<file path="config.mk">
export PLATFORM = sky130hd
export DESIGN_NAME = utf8_fullwidth_normalizer_unit
export DESIGN_NICKNAME = d
export VERILOG_FILES = /design/src/sv/ufw_pkg.sv /design/src/sv/ufw_fold.sv /design/src/sv/ufw_rsp_queue.sv /design/src/sv/utf8_fullwidth_normalizer_unit.sv
export SDC_FILE = /design/constraint.sdc
export NUM_CORES = 1
export LEC_CHECK = 0
export BUFFER_PORTS_ARGS = -buffer_cell sky130_fd_sc_hd__buf_2
export CAP_MARGIN = 40
export CORE_MARGIN = 3
export CORE_UTILIZATION = 45
export DETAILED_ROUTE_END_ITERATION = 7
export GPL_ROUTABILITY_DRIVEN = 1
export PLACE_DENSITY = 0.7
export SYNTH_ARGS = -nofsm -noshare
export SYNTH_HDL_FRONTEND = slang
export SYNTH_SLANG_ARGS = --single-unit
</file>
<file path="constraint.sdc">
create_clock -name clock -period 2.3 [get_ports clock]
set_input_delay 0.23 -clock clock [delete_from_list [all_inputs] [get_ports clock]]
set_output_delay 0.23 -clock clock [all_outputs]
set_load 0.01 [all_outputs]
</file>
<file path="src/sv/ufw_pkg.sv">
`timescale 1ns / 1ps
package ufw_pkg;

   // most result words one input byte can cause
   localparam int RSP_MAX = 3;

   // match stage codes
   localparam logic [2:0] STAGE_IDLE  = 3'd0;
   localparam logic [2:0] STAGE_E3    = 3'd1;
   localparam logic [2:0] STAGE_E3_80 = 3'd2;
   localparam logic [2:0] STAGE_EF    = 3'd3;
   localparam logic [2:0] STAGE_EF_BC = 3'd4;

   // byte codes of the folded sequences
   localparam logic [7:0] BYTE_E3     = 8'hE3;
   localparam logic [7:0] BYTE_EF     = 8'hEF;
   localparam logic [7:0] BYTE_80     = 8'h80;
   localparam logic [7:0] BYTE_BC     = 8'hBC;
   localparam logic [7:0] BYTE_DIG_LO = 8'h90;
   localparam logic [7:0] BYTE_DIG_HI = 8'h99;
   localparam logic [7:0] BYTE_STOP   = 8'h8E;
   localparam logic [7:0] ASCII_SPACE = 8'h20;
   localparam logic [7:0] ASCII_STOP  = 8'h2E;
   localparam logic [3:0] ASCII_DIG_HI_NIB = 4'h3;

   typedef struct packed {
      logic [7:0] out_byte;
      logic       run_last;
      logic       text_end;
   } rsp_word_type;

   typedef rsp_word_type [RSP_MAX-1:0] rsp_list_type;

   typedef struct packed {
      rsp_list_type words;   // words[0] goes out first
      logic [1:0]   count;
   } fold_type;

endpackage

</file>
<file path="src/sv/ufw_fold.sv">
`timescale 1ns / 1ps
module ufw_fold (
   input  logic [2:0]        stage,
   input  logic [7:0]        data_byte,
   input  logic              final_byte,
   output ufw_pkg::fold_type fold,
   output logic [2:0]        next_stage
);

   logic [1:0]  held_count;
   logic [7:0]  held0;
   logic [7:0]  held1;
   logic        full_hit;
   logic [7:0]  conv_byte;
   logic        is_digit;
   logic [1:0]  last_idx;

   always_comb begin
      unique case (stage)
         ufw_pkg::STAGE_E3: begin
            held_count = 2'd1; held0 = ufw_pkg::BYTE_E3; held1 = ufw_pkg::BYTE_80;
         end
         ufw_pkg::STAGE_E3_80: begin
            held_count = 2'd2; held0 = ufw_pkg::BYTE_E3; held1 = ufw_pkg::BYTE_80;
         end
         ufw_pkg::STAGE_EF: begin
            held_count = 2'd1; held0 = ufw_pkg::BYTE_EF; held1 = ufw_pkg::BYTE_BC;
         end
         ufw_pkg::STAGE_EF_BC: begin
            held_count = 2'd2; held0 = ufw_pkg::BYTE_EF; held1 = ufw_pkg::BYTE_BC;
         end
         default: begin
            // unused codes behave as idle
            held_count = 2'd0; held0 = ufw_pkg::BYTE_E3; held1 = ufw_pkg::BYTE_80;
         end
      endcase
   end

   assign is_digit = (data_byte >= ufw_pkg::BYTE_DIG_LO) && (data_byte <= ufw_pkg::BYTE_DIG_HI);

   always_comb begin
      full_hit  = 1'b0;
      conv_byte = ufw_pkg::ASCII_SPACE;
      if (stage == ufw_pkg::STAGE_E3_80 && data_byte == ufw_pkg::BYTE_80) begin
         full_hit  = 1'b1;
         conv_byte = ufw_pkg::ASCII_SPACE;
      end else if (stage == ufw_pkg::STAGE_EF_BC && is_digit) begin
         full_hit  = 1'b1;
         conv_byte = {ufw_pkg::ASCII_DIG_HI_NIB, data_byte[3:0]};
      end else if (stage == ufw_pkg::STAGE_EF_BC && data_byte == ufw_pkg::BYTE_STOP) begin
         full_hit  = 1'b1;
         conv_byte = ufw_pkg::ASCII_STOP;
      end
   end

   always_comb begin
      fold       = '0;
      next_stage = ufw_pkg::STAGE_IDLE;
      if (full_hit) begin
         fold.words[0].out_byte = conv_byte;
         fold.count             = 2'd1;
      end else if (!final_byte && stage == ufw_pkg::STAGE_E3
                   && data_byte == ufw_pkg::BYTE_80) begin
         next_stage = ufw_pkg::STAGE_E3_80;
      end else if (!final_byte && stage == ufw_pkg::STAGE_EF
                   && data_byte == ufw_pkg::BYTE_BC) begin
         next_stage = ufw_pkg::STAGE_EF_BC;
      end else begin
         // broken prefix: held bytes go out unchanged, new byte rescanned alone
         fold.words[0].out_byte = held0;
         fold.words[1].out_byte = held1;
         if (!final_byte && data_byte == ufw_pkg::BYTE_E3) begin
            next_stage = ufw_pkg::STAGE_E3;
            fold.count = held_count;
         end else if (!final_byte && data_byte == ufw_pkg::BYTE_EF) begin
            next_stage = ufw_pkg::STAGE_EF;
            fold.count = held_count;
         end else begin
            fold.words[held_count].out_byte = data_byte;
            fold.count = held_count + 2'd1;
         end
      end
      last_idx = fold.count - 2'd1;
      if (fold.count != 2'd0) begin
         fold.words[last_idx].run_last = 1'b1;
         fold.words[last_idx].text_end = final_byte;
      end
   end

endmodule

</file>
<file path="src/sv/ufw_rsp_queue.sv">
`timescale 1ns / 1ps
module ufw_rsp_queue (
   input  logic                  clock,
   input  logic                  reset,
   input  logic                  load,
   input  ufw_pkg::fold_type     fold,
   input  logic                  pop_ready,
   output logic                  free,
   output logic                  word_valid,
   output ufw_pkg::rsp_word_type word
);

   logic [1:0]            rem_ff;
   logic [1:0]            rem_in;
   ufw_pkg::rsp_list_type entries_ff;
   ufw_pkg::rsp_list_type entries_in;
   logic                  pop;

   assign word_valid = (rem_ff != 2'd0);
   assign word       = entries_ff[0];
   assign pop        = word_valid && pop_ready;
   // empty now, or its last word leaves this cycle
   assign free       = (rem_ff == 2'd0) || (rem_ff == 2'd1 && pop_ready);

   always_comb begin
      rem_in     = rem_ff;
      entries_in = entries_ff;
      if (load) begin
         rem_in     = fold.count;
         entries_in = fold.words;
      end else if (pop) begin
         rem_in        = rem_ff - 2'd1;
         entries_in[0] = entries_ff[1];
         entries_in[1] = entries_ff[2];
      end
   end

   always_ff @(posedge clock) begin
      if (reset) begin
         rem_ff <= 2'd0;
      end else begin
         rem_ff <= rem_in;
      end
      entries_ff <= entries_in;
   end

   a_load_when_free : assert property (@(posedge clock) disable iff (reset)
      load |-> (rem_ff == 2'd0) || (rem_ff == 2'd1 && pop_ready))
      else $error("queue loaded over pending words");

   a_tail_marked : assert property (@(posedge clock) disable iff (reset)
      (rem_ff != 2'd0) |-> entries_ff[rem_ff - 2'd1].run_last)
      else $error("last queued word lacks run_last");

endmodule

</file>
<file path="src/sv/utf8_fullwidth_normalizer_unit.sv">
`timescale 1ns / 1ps
// channel   direction  tdata           tuser      tlast
// req       in         data_byte[7:0]  -          final_byte
// rsp       out        out_byte[7:0]   run_last   text_end
//
// a byte is registered on entry and folded from that register into a three-word
// result queue once the queue is free; with rsp_tready high and at most one word
// per byte, one byte moves per cycle. a broken prefix gives up to three words for
// one byte; the queue drains one word a cycle while rsp_tready is high, and a byte
// waiting in the input register holds req_tready low until the last word leaves.
// synchronous reset clears the match stage, the input valid flag and the queue.
module utf8_fullwidth_normalizer_unit (
   input  logic       clock,
   input  logic       reset,
   input  logic       req_tvalid,
   output logic       req_tready,
   input  logic [7:0] req_tdata,   // [7:0] data_byte
   input  logic       req_tlast,
   output logic       rsp_tvalid,
   input  logic       rsp_tready,
   output logic [7:0] rsp_tdata,   // [7:0] out_byte
   output logic       rsp_tuser,   // [0] run_last
   output logic       rsp_tlast
);

   logic                  in_valid_ff;
   logic                  in_valid_in;
   logic [7:0]            in_byte_ff;
   logic                  in_final_ff;
   logic [2:0]            stage_ff;
   logic [2:0]            stage_in;
   logic [2:0]            next_stage;
   logic                  load;
   logic                  free;
   logic                  req_accept;
   ufw_pkg::fold_type     fold;
   ufw_pkg::rsp_word_type word;

   ufw_fold u_fold (
      .stage      (stage_ff),
      .data_byte  (in_byte_ff),
      .final_byte (in_final_ff),
      .fold       (fold),
      .next_stage (next_stage)
   );

   ufw_rsp_queue u_queue (
      .clock      (clock),
      .reset      (reset),
      .load       (load),
      .fold       (fold),
      .pop_ready  (rsp_tready),
      .free       (free),
      .word_valid (rsp_tvalid),
      .word       (word)
   );

   assign load       = in_valid_ff && free;
   assign req_tready = !in_valid_ff || load;
   assign req_accept = req_tvalid && req_tready;

   assign rsp_tdata = word.out_byte;
   assign rsp_tuser = word.run_last;
   assign rsp_tlast = word.text_end;

   always_comb begin
      in_valid_in = in_valid_ff;
      if (req_accept) begin
         in_valid_in = 1'b1;
      end else if (load) begin
         in_valid_in = 1'b0;
      end
      stage_in = load ? next_stage : stage_ff;
   end

   always_ff @(posedge clock) begin
      if (reset) begin
         in_valid_ff <= 1'b0;
         stage_ff    <= ufw_pkg::STAGE_IDLE;
      end else begin
         in_valid_ff <= in_valid_in;
         stage_ff    <= stage_in;
      end
      if (req_accept) begin
         in_byte_ff  <= req_tdata;
         in_final_ff <= req_tlast;
      end
   end

   a_final_clears_stage : assert property (@(posedge clock) disable iff (reset)
      load && in_final_ff |=> stage_ff == ufw_pkg::STAGE_IDLE)
      else $error("prefix still held after final byte");

   a_silent_means_held : assert property (@(posedge clock) disable iff (reset)
      load && fold.count == 2'd0 |=> stage_ff != ufw_pkg::STAGE_IDLE)
      else $error("byte dropped without a held prefix");

endmodule

</file>
==> metrics.txt <==
GP Congestion=0.891; input/output buffers=24; min cycle time layout=about 2.0 ns; multi-input logic area=between 800 and 900 sq um; r2r startpoint=in_byte_ff[6]; Seq/Total Area, Yosys=0.552; clock network fraction of design power=0.253; Final WS setup=0.255 ns; CTS Buf Count=5; Setup violations, final=0; Hold WC Path Type=in -> reg; Worst Hold Launch=req_tdata[3]; relative slew slack=0.505; Setup TNS Final=0 ns; Layout Nets=261; required time of the critical path=2.36 ns; met3 routed WL=~180 microns; crit path cell chain=or4b_4, nand4b_4, o21bai_4, and3_1, and2_1; dpl ws=around 0.24 ns; Mean Syn Cell Area=between 10 and 15 sq um; Synth async-reset ratio=0; clock sinks=45; H-tree depth=2; flop2flop setup slack=0.25 ns; status=finished clean; clk buf depth=2; Net Count, Synth=approximately 240; Detail Route Antenna Nets=0; Max Cap Violations=0; DRC errors left=0; placed instance count=just over 300; fin crit share=0.889; vias per cell=5.34; worst stage delay on the critical path=about 0.55 ns; Worst-Margin Slew=about 0.74 ns; CTS Root Cell=clkbuf_8; clock latency on the worst-skew pair=between 0.2 and 0.3 ns; DR WL/cell=about 14 microns; Final Skew=0.00881 ns; vias in the first global route=~1600; die area=6100 sq um; Critical-path top delay cell=or4b_4; pin count of the biggest net entering global routing=26; worst path arrival time=about 2.1 ns; Hold Fails Final Rpt=0; Leak=between 0.001 and 0.0015 uW; FILL cells=around 440; met2 wire len=between 2000 and 2500 microns; startpoint types=flop; WP buf/inv=0; I/O pin cnt=25; dpl hpwl=around 3400 microns; Sw Pwr=647 uW; Layout Cells excl Fill=314; Peak Freq=just under 500 MHz; initial antenna violation count=0; hold_buf cts=0; Initial Utilization=0.479; most common cell after layout, fill and taps aside=edfxtp_1; Post-synth EDFFs=39; diode count=0; CTS tree=done; Clk pin slew, worst setup/hold paths=0.08 ns; library cells used by synthesis=between 40 and 50; Pwr Density=863 nW/um^2; Layout area overhead=12.8%; most frequent cells in the layout=edfxtp_1 (39), nand2_1 (28), buf_2 (24); Seq cells post-synth=45; total gr overflow=0; RSZ-0062 raised after global routing=no; Cells after Synth=221; drt first pass iters=4; All-Layer GR Usage=0.162; top layer in use=met4; Setup crit start=in_byte_ff[6]; vias=~1700; crit-path leading delay family=simple AND/OR/NAND/NOR gates; Sw Ratio=0.284; Syn Std Cell Area=~2300 sq um; Chip Width=just under 80 microns; Starting DRT DRC Count=94; total setup buffers inserted after CTS=0; register area=between 1000 and 1500 sq um; Logic pwr share=0.240; row count=25; Total Wirelength=approximately 4500 microns; Main synth FF type=edfxtp_1; core area=4880 sq um; critical-path maximum fanout=10; yosys warns=0; WL met1=2170 microns; maximum VDD drop=approximately 340 uV; first-pass GRT wire length=between 7000 and 8000 microns; P_int=between 1500 and 2000 uW; die height=78.1 microns; critical path type=reg -> reg; share of cells above drive strength 1=0.235; sequential share of power=0.507; crit path capture type=flop; final max-slew violation count=0; # resized after CTS=0
==> final cells by class <==
cell class,count,share of cell area
Tap cell,67,0.0318
Sequential cell,45,0.489
Multi-Input combinational cell,146,0.336
Clock buffer,6,0.0275
Timing Repair Buffer,40,0.0910
Clock inverter,2,0.0133
Inverter,8,0.0114
==> stage by stage <==
stage / utilization / power [uW] / instance area, sq um / hold WS (ns)
final: 0.541 / 2280 / 2640 / 0.105
after global routing: 0.541 / 2410 / 2640 / 0.0971
after CTS: 0.541 / 2290 / 2640 / 0.0996
after detailed placement: 0.519 / 1720 / 2530 / 0.408
after global placement: 0.519 / 1710 / 2530 / 0.407
after floorplan: - / 1600 / 2340 / 0.299
==> power groups by stage <==
stage,Sequential [uW],Combinational [uW],Clock (uW)
finish,1150,546,577
global route,1170,620,625
detailed placement,1170,546,0
floorplan,1160,436,0
CTS,1160,549,590
global placement,1170,543,0
==> kinds of logic after synthesis <==
group | share of synthesized area
adder cells (fa/ha/maj) | 0.0107
AND/OR/NAND/NOR | 0.206
flip-flops | 0.552
XOR/XNOR | 0.0112
AO/OA/AOI/OAI | 0.146
multiplexers | 0.00428
buffers and inverters | 0.0695
==> routing by layer <==
layer	global-route usage	up-vias
li1	-	843
met1	0.222	774
met4	0.0559	0
met3	0.0310	9
met2	0.257	50
met5	0	-
==> sequential cells by signal (all words and copies together) (netlist names) <==
name / count
u_queue.entries_ff: 20
u_queue.word: 10
in_byte_ff: 8
stage_ff: 3
u_queue.rem_ff: 2
in_final_ff: 1
in_valid_ff: 1
==> path summary, 6_finish.rpt <==
check | endpoint | cells past startpoint
setup reg to reg | u_queue.entries_ff[23] | 5
setup / recovery | u_queue.entries_ff[23] | 5
hold / removal | in_byte_ff[3] | 1
hold reg to reg | u_queue.entries_ff[11] | 2
==> cell usage after synthesis, types with 2 or more instances <==
library cell | count | area [sq um]
buf_4 | 8 | 60.1
o21ai_0 | 17 | 85.1
and2_1 | 7 | 43.8
nand4_1 | 2 | 12.5
a31oi_1 | 4 | 25.0
and2_4 | 5 | 43.8
clkbuf_1 | 8 | 30.0
nand2b_1 | 3 | 18.8
nor3_1 | 6 | 30.0
a21oi_1 | 12 | 60.1
buf_6 | 2 | 22.5
a22o_1 | 2 | 17.5
ha_1 | 2 | 25.0
buf_2 | 4 | 20.0
and3_1 | 3 | 18.8
inv_1 | 7 | 26.3
a211oi_1 | 2 | 15.0
o31ai_1 | 6 | 45.0
nand2_1 | 28 | 105
xnor2_1 | 2 | 17.5
o221ai_1 | 2 | 17.5
dfxtp_1 | 6 | 120
nor2_1 | 16 | 60.1
nor3b_1 | 2 | 15.0
edfxtp_1 | 39 | 1170
nand3_1 | 6 | 30.0
(Power assumes the default switching activity.)
